`config.mk`:
```
export PLATFORM = sky130hd
export DESIGN_NAME = pfa_div
export DESIGN_NICKNAME = d
export VERILOG_FILES = /design/src/rtl/pfa_div.sv
export SDC_FILE = /design/constraint.sdc
export NUM_CORES = 1
export LEC_CHECK = 0
export BUFFER_PORTS_ARGS = -buffer_cell sky130_fd_sc_hd__buf_2
export CAP_MARGIN = 0
export CORE_ASPECT_RATIO = 1.2
export CORE_MARGIN = 4
export CORE_UTILIZATION = 56
export DETAILED_ROUTE_END_ITERATION = 10
export PLACE_DENSITY_LB_ADDON = 0.08
export SLEW_MARGIN = 10
export SYNTH_ARGS = -nofsm -noshare
export SYNTH_HDL_FRONTEND = slang
export SYNTH_SLANG_ARGS = --single-unit
```
`constraint.sdc`:
```
create_clock -name clk -period 3 [get_ports clk]
set_input_delay 0.45 -clock clk [delete_from_list [all_inputs] [get_ports clk]]
set_output_delay 0.45 -clock clk [all_outputs]
set_load 0.05 [all_outputs]
```
`src/rtl/pfa_div.sv`:
```
module pfa_div #(
  parameter int NW = 21,
  parameter int DW = 17
) (
  input  logic          clk,
  input  logic          rst_n,
  input  logic          go,
  input  logic [NW-1:0] num,
  input  logic [DW-1:0] den,
  output logic          done,
  output logic [NW-1:0] quo
);
  localparam int CW = $clog2(NW + 1);

  logic [NW-1:0] q_r, q_nxt;
  logic [DW:0]   rem_r, rem_nxt;
  logic [DW-1:0] den_r, den_nxt;
  logic [CW-1:0] cnt_r, cnt_nxt;
  logic          run_r, run_nxt;
  logic          done_r, done_nxt;
  logic [DW+1:0] trial;

  always_comb begin
    q_nxt    = q_r;
    rem_nxt  = rem_r;
    den_nxt  = den_r;
    cnt_nxt  = cnt_r;
    run_nxt  = run_r;
    done_nxt = 1'b0;
    trial    = {rem_r, q_r[NW-1]} - {2'b00, den_r};
    if (go) begin
      q_nxt   = num;
      rem_nxt = '0;
      den_nxt = den;
      cnt_nxt = CW'(NW);
      run_nxt = 1'b1;
    end else if (run_r) begin
      if (!trial[DW+1]) begin
        rem_nxt = trial[DW:0];
        q_nxt   = {q_r[NW-2:0], 1'b1};
      end else begin
        rem_nxt = {rem_r[DW-1:0], q_r[NW-1]};
        q_nxt   = {q_r[NW-2:0], 1'b0};
      end
      cnt_nxt = cnt_r - 1'b1;
      if (cnt_r == CW'(1)) begin
        run_nxt  = 1'b0;
        done_nxt = 1'b1;
      end
    end
  end

  always_ff @(posedge clk) begin
    if (!rst_n) begin
      run_r  <= 1'b0;
      done_r <= 1'b0;
      cnt_r  <= '0;
    end else begin
      run_r  <= run_nxt;
      done_r <= done_nxt;
      cnt_r  <= cnt_nxt;
    end
    q_r   <= q_nxt;
    rem_r <= rem_nxt;
    den_r <= den_nxt;
  end

  assign done = done_r;
  assign quo  = q_r;
endmodule

```
==> qor.txt, run 1 <==
Initial DRC Count - 130
Top_reg_cell synth - edfxtp_1
Final Hold Fails - 0
DR vias/cell - 5.45
Router iterations before antenna repair - 4
H-tree depth - 3
Routed Wire Length - 6.99 mm
Ranking of synthesized cells by area - edfxtp_1 32%, dfxtp_1 14%, mux2_2 7.0%, ha_1 6.8%, nand2_1 4.5%
Final period utilization - 96.2%
Vias in the first global route - 2,598
Drt wl/cell - 14.4 µm
Placed inst area - 0.00390 mm²
Crit path DAT - 3.12 ns
Sw power - 896 µW
Die height - 94.8 µm
# Max-Cap Violations - 0
Max Fanout on Critical Path - 5
Die X - 80.3 µm
Hold slack - 0.287 ns
Ant diodes - 0
Tmin final - 2.89 ns
Synth-to-Final Area Change - 19.1%
ANT nets after route - 0
Skew final - 0.00715 ns
CTS tree - built
# IOs - 63
HPWL after detailed placement - 4.94 mm
Overflow after GRT - 0
Cts bufs inserted - 9
Cell count of the worst reg-to-reg path - 11
Hold wc startpoint - den[16]
Status - completed
Final std cell area, no fill - 0.00419 mm²
Fin nets - 461
Worst Hold Class - in -> reg
DR vias - 2,654
Ys async rst share - 0%
FF-to-FF Start - quo[20]
Clk sinks - 63
Core Box Area - 0.00605 mm²
PortBufs - 62
Post-synth EDFFs - 38
Sequential Power Share - 38.5%
Synth cell types - 50
Count of final setup violators - 0
Pwr/cell area - 670 mW/mm²
Util after Layout - 69.3%
Worst rel slew slack - 40.4%
Pleak - 1.76 nW
Total power - 2.81 mW
Int Power - 1.91 mW
RD Place Congestion - 0.872
Clock latency on the worst-skew pair - 0.33 ns
Cell count after synthesis - 333
Clock root buffer - clkbuf_8
First-pass GRT wire length - 11.7 mm
Starting Density - 58.1%
CTS Hold Bufs - 0
Net switching fraction of the power - 31.9%
Slew at the pin closest to its max-slew limit - 0.892 ns
Peak VDD IR - 0.425 mV
Gate power share - 30.3%
Area fraction of the dominant cell type after synthesis - 32.4%
Synth warn - 0
Critical path endpoint category - flop
Layout cell share with drive strength beyond 1 - 30.1%
Cell count after placement - 468
Data required, critical path - 3.23 ns
Register area share after synthesis - 46.7%
Yosys reg bits - 63
Worst-case clock buffer depth - 2
Total track usage - 19.9%
Clock power share - 31.2%
Synth area leader - edfxtp_1
Worst min-delay path endpoint - den_r[16]
Startpoint types - flop
Mean area per synthesized cell - 10.6 µm²
Synth Cell Area - 0.00352 mm²
Hold Path Depth - 1
Final std cells w/o fill - 487
Critical Path Source - quo[20]
Drt drc - 0
Reg-to-reg critical path endpoint - rem_r[2]
Reg-to-reg setup timing slack - 0.11 ns
Row cnt - 31
Max frequency - 346 MHz
Reg clk slew, reported paths - 0.07 ns
Die area - 0.00762 mm²
Mapped Nets - 394
Pins Over Slew Limit - 0
Initial antenna violation count - 0
Largest net degree at the start of global routing - 57
Worst setup path class - reg -> reg
[how the worst max path moves through the flow]
stage / cells after the start / slack (ns) / to
finish: 11 / 0.11 / rem_r[2]
global route: 11 / -0.02 / rem_r[16]
CTS: 11 / 0.03 / rem_r[2]
detailed placement: 11 / -0.05 / rem_r[2]
global placement: 11 / 0.08 / rem_r[2]
floorplan: 11 / 0.002 / rem_r[2]
[power by group through the flow]
| stage | Clock, mW | Combinational, mW | Sequential (mW) |
|---|---|---|---|
| 3_5_place_dp | 0 | 0.794 | 1.09 |
| 4_1_cts | 0.894 | 0.822 | 1.08 |
| 6_report | 0.876 | 0.849 | 1.08 |
| 3_3_place_gp | 0 | 0.780 | 1.09 |
| 2_1_floorplan | 0 | 0.513 | 1.20 |
| 5_1_grt | 0.934 | 0.931 | 1.09 |
[kinds of logic (layout without fill, tap and decap cells)]
kind of cell / after synthesis / count (layout) / synth area share (%)
DFF: 63 / 63 / 46.7
xor gates and xnor gates: 19 / 20 / 5.80
buffers and inverters: 39 / 110 / 4.62
muxes: 24 / 24 / 7.61
and+or+nand+nor: 98 / 98 / 13.1
adders and majority gates: 20 / 20 / 7.33
AOI/OAI and AO/OA: 70 / 70 / 14.9
[cells in the final DEF (no fill, tap or decap), drive strengths merged, types with 3 or more instances in the layout]
master   n
bufinv   3
nor2    25
o21ai   13
clkbuf  10
a21oi   18
edfxtp  38
a211oi   4
nand2b   3
ha      19
or3      3
nand3    8
a21o     3
o21a     3
nand4    3
o211ai   3
inv     24
dfxtp   25
nand2   42
buf     69
xor2     7
mux2    22
a311oi  13
a21boi   3
nor3     7
clkinv   4
xnor2   13
[cells in the mapped netlist (3+ instances only)]
library cell / number
a311oi_2: 8
nor3_1: 6
a21boi_0: 3
ha_1: 19
xnor2_1: 11
nand3_1: 7
clkbuf_1: 4
o21ai_0: 13
inv_1: 24
edfxtp_1: 38
a311oi_1: 5
a21oi_1: 18
o21a_1: 3
dfxtp_1: 25
nand2b_1: 3
nand2_1: 42
mux2_2: 22
nor2_1: 25
xor2_1: 6
nand4_1: 3
buf_1: 4
buf_2: 4
a21o_1: 3
o211ai_1: 3
a211oi_1: 4
[state kept, by name, indices dropped and copies added (netlist names)]
signal  flops
rem_r      18
run_r       1
den_r      17
quo        21
cnt_r       5
done        1
[worst max-delay path, cell delays in order, from the launching register on]
cell and delay (ns):
edfxtp_1 0.42, inv_1 0.08, ha_1 0.16, inv_1 0.06
fa_1 0.40, a21o_1 0.19, a311o_1 0.32, nand4b_2 0.14
nand3_4 0.19, xnor2_4 0.22, or3_2 0.50, o311ai_0 0.10
[cell type report]
type | instances | area (µm²)
fillers | 472 | 1860
flip-flops and latches | 63 | 1640
repair buffers | 69 | 375
clock inverters | 6 | 109
clock buffers | 10 | 128
well taps | 82 | 103
multi-input cells | 232 | 1740
inverters | 25 | 93.8
[layer usage]
| metal | share of wire (%) | vias up | track usage [%] |
|---|---|---|---|
| li1 | - | 1343 | - |
| met1 | 44 | 1239 | 24.3 |
| met2 | 50 | 62 | 33.8 |
| met3 | 4.8 | 10 | 4.10 |
| met4 | 1.1 | 0 | 8.45 |
| met5 | 0 | - | 0 |
[through the flow]
| stage | setup TNS, ns | setup WS (ns) |
|---|---|---|
| after floorplan | 0 | 0.00192 |
| after global placement | 0 | 0.0841 |
| after detailed placement | -0.0609 | -0.0473 |
| after CTS | 0 | 0.0341 |
| after global routing | -0.0382 | -0.0229 |
| final | 0 | 0.113 |
[repair_timing]
item,in CTS,in global routing
endpoints found under the setup margin,12,2
gates resized for setup,1,0
setup buffers,0,2
endpoints found under the hold margin,0,0
pin swaps,2,2
gates cloned,1,0
(Power assumes the default switching activity.)
==> run 2: changes to the inputs <==
==> constraint.sdc (replaced) <==
create_clock -name clk -period 3 [get_ports clk]
set_input_delay 0.9 -clock clk [delete_from_list [all_inputs] [get_ports clk]]
set_output_delay 0.9 -clock clk [all_outputs]
set_load 0.05 [all_outputs]
==> qor.txt, run 2 (synthesis results as in run 1) <==
Worst Hold Class - reg -> reg
ANT nets after route - 0
Final std cells w/o fill - 492
H-tree depth - 3
Most frequent cells in the layout - 62 x buf_2, 42 x nand2_1, 38 x edfxtp_1
Worst path cell trace - inv_1 > ha_1 > inv_1 > fa_2 > a21o_1 > a311o_1 > nand4b_2 > nand3_4 > xnor2_4 > or3_2 > o311ai_0
Drt drc - 0
Peak VDD IR - 0.376 mV
Slowest CP cell - or3_2
Commonest non-fill, non-tap cell in the layout - buf_2
Routed Wire Length - 7.21 mm
Cts bufs inserted - 9
Count of final setup violators - 0
Largest register FFs - 21
Reg clk slew, reported paths - 0.07 ns
Vias in the first global route - 2,637
TNS Setup - 0 ns
Max stage delay on crit path - 0.49 ns
# IOs - 63
Buffers & Inverters on Critical Path - 2
Crit path DAT - 3.11 ns
Layout cell share with drive strength beyond 1 - 31.0%
Initial DRC Count - 119
Row cnt - 31
# Max-Cap Violations - 0
Cell count after placement - 470
Final period utilization - 95.5%
# fillers - 481
Status - completed
Largest net degree at the start of global routing - 47
PortBufs - 62
Placed inst area - 0.00393 mm²
Data required, critical path - 3.24 ns
Die area - 0.00762 mm²
Ant diodes - 0
Drt wl/cell - 14.7 µm
Overflow after GRT - 0
Max frequency - 349 MHz
Clock root buffer - clkbuf_8
Startpoint types - flop
DR vias/cell - 5.47
RD Place Congestion - 0.870
Die X - 80.3 µm
Clock latency on the worst-skew pair - 0.34 ns
Final std cell area, no fill - 0.00420 mm²
Max Fanout on Critical Path - 5
Skew final - 0.0100 ns
Crit path max-delay family - simple AND/OR/NAND/NOR gates
Total power - 2.66 mW
Tmin final - 2.87 ns
Die height - 94.8 µm
Fin nets - 466
Total track usage - 20.1%
Worst-case clock buffer depth - 2
Pins Over Slew Limit - 0
Core Box Area - 0.00605 mm²
First-pass GRT wire length - 11.9 mm
DR vias - 2,692
Worst setup path class - reg -> reg
Pleak - 1.76 nW
Synth-to-Final Area Change - 19.3%
Critical path endpoint category - flop
HPWL after detailed placement - 5.10 mm
CTS Hold Bufs - 0
Clk sinks - 63
Pwr/cell area - 635 mW/mm²
Starting Density - 58.1%
Slew at the pin closest to its max-slew limit - 0.641 ns
Most frequent CP cell - inv_1
Worst rel slew slack - 57.2%
Final Hold Fails - 0
Initial antenna violation count - 0
Router iterations before antenna repair - 4
CTS tree - built
-- run 2: worst min-delay path: stages, from the launching register on --
cell,delay [ns]
dfxtp_1,0.32
nor2_1,0.08
a211oi_1,0.04
-- run 2: final cells by class --
type / instances / area [µm²] / share of cell area, %
Clock buffer: 10 / 128 / 3.04
Timing Repair Buffer: 74 / 425 / 10.1
Tap cell: 82 / 103 / 2.45
Sequential cell: 63 / 1640 / 39.1
Clock inverter: 6 / 61.3 / 1.46
Multi-Input combinational cell: 232 / 1740 / 41.5
Inverter: 25 / 93.8 / 2.24
-- run 2: path summary, 6_finish.rpt --
check	from	end	slack, ns	cells past startpoint
setup reg to reg	quo[20]	rem_r[2]	0.13	11
hold reg to reg	cnt_r[1]	cnt_r[1]	0.50	2
setup / recovery	quo[20]	rem_r[2]	0.13	11
hold / removal	cnt_r[1]	cnt_r[1]	0.50	2
-- run 2: timing repair --
action                                  4_1_cts  5_1_grt
cloned                                        0        1
setup buffers                                 0        5
gates resized for setup                       0        2
pin swaps                                     1        2
endpoints found under the setup margin        4       16
-- run 2: power by group --
part	leakage, nW	switching [mW]	internal, mW
Sequential	0.584	0.0651	1.02
Clock	0.0976	0.329	0.381
Combinational	1.08	0.513	0.358
Total	1.76	0.907	1.76
-- run 2: stage by stage --
stage	utilization [%]	hold slack [ns]	setup WS, ns
finish	69.3	0.496	0.134
global route	69.3	0.535	-0.00113
global placement	64.9	0.489	0.0841
floorplan	-	0.468	0.00192
CTS	68.0	0.498	0.0607
detailed placement	64.9	0.489	-0.0263
-- run 2: layer usage --
metal / vias up / wire [µm] / global-route usage [%]
met5: - / 0 / 0
met4: 0 / 131 / 6.48
met3: 13 / 324 / 6.30
met2: 67 / 3640 / 33.9
met1: 1261 / 3110 / 24.3
li1: 1351 / - / -
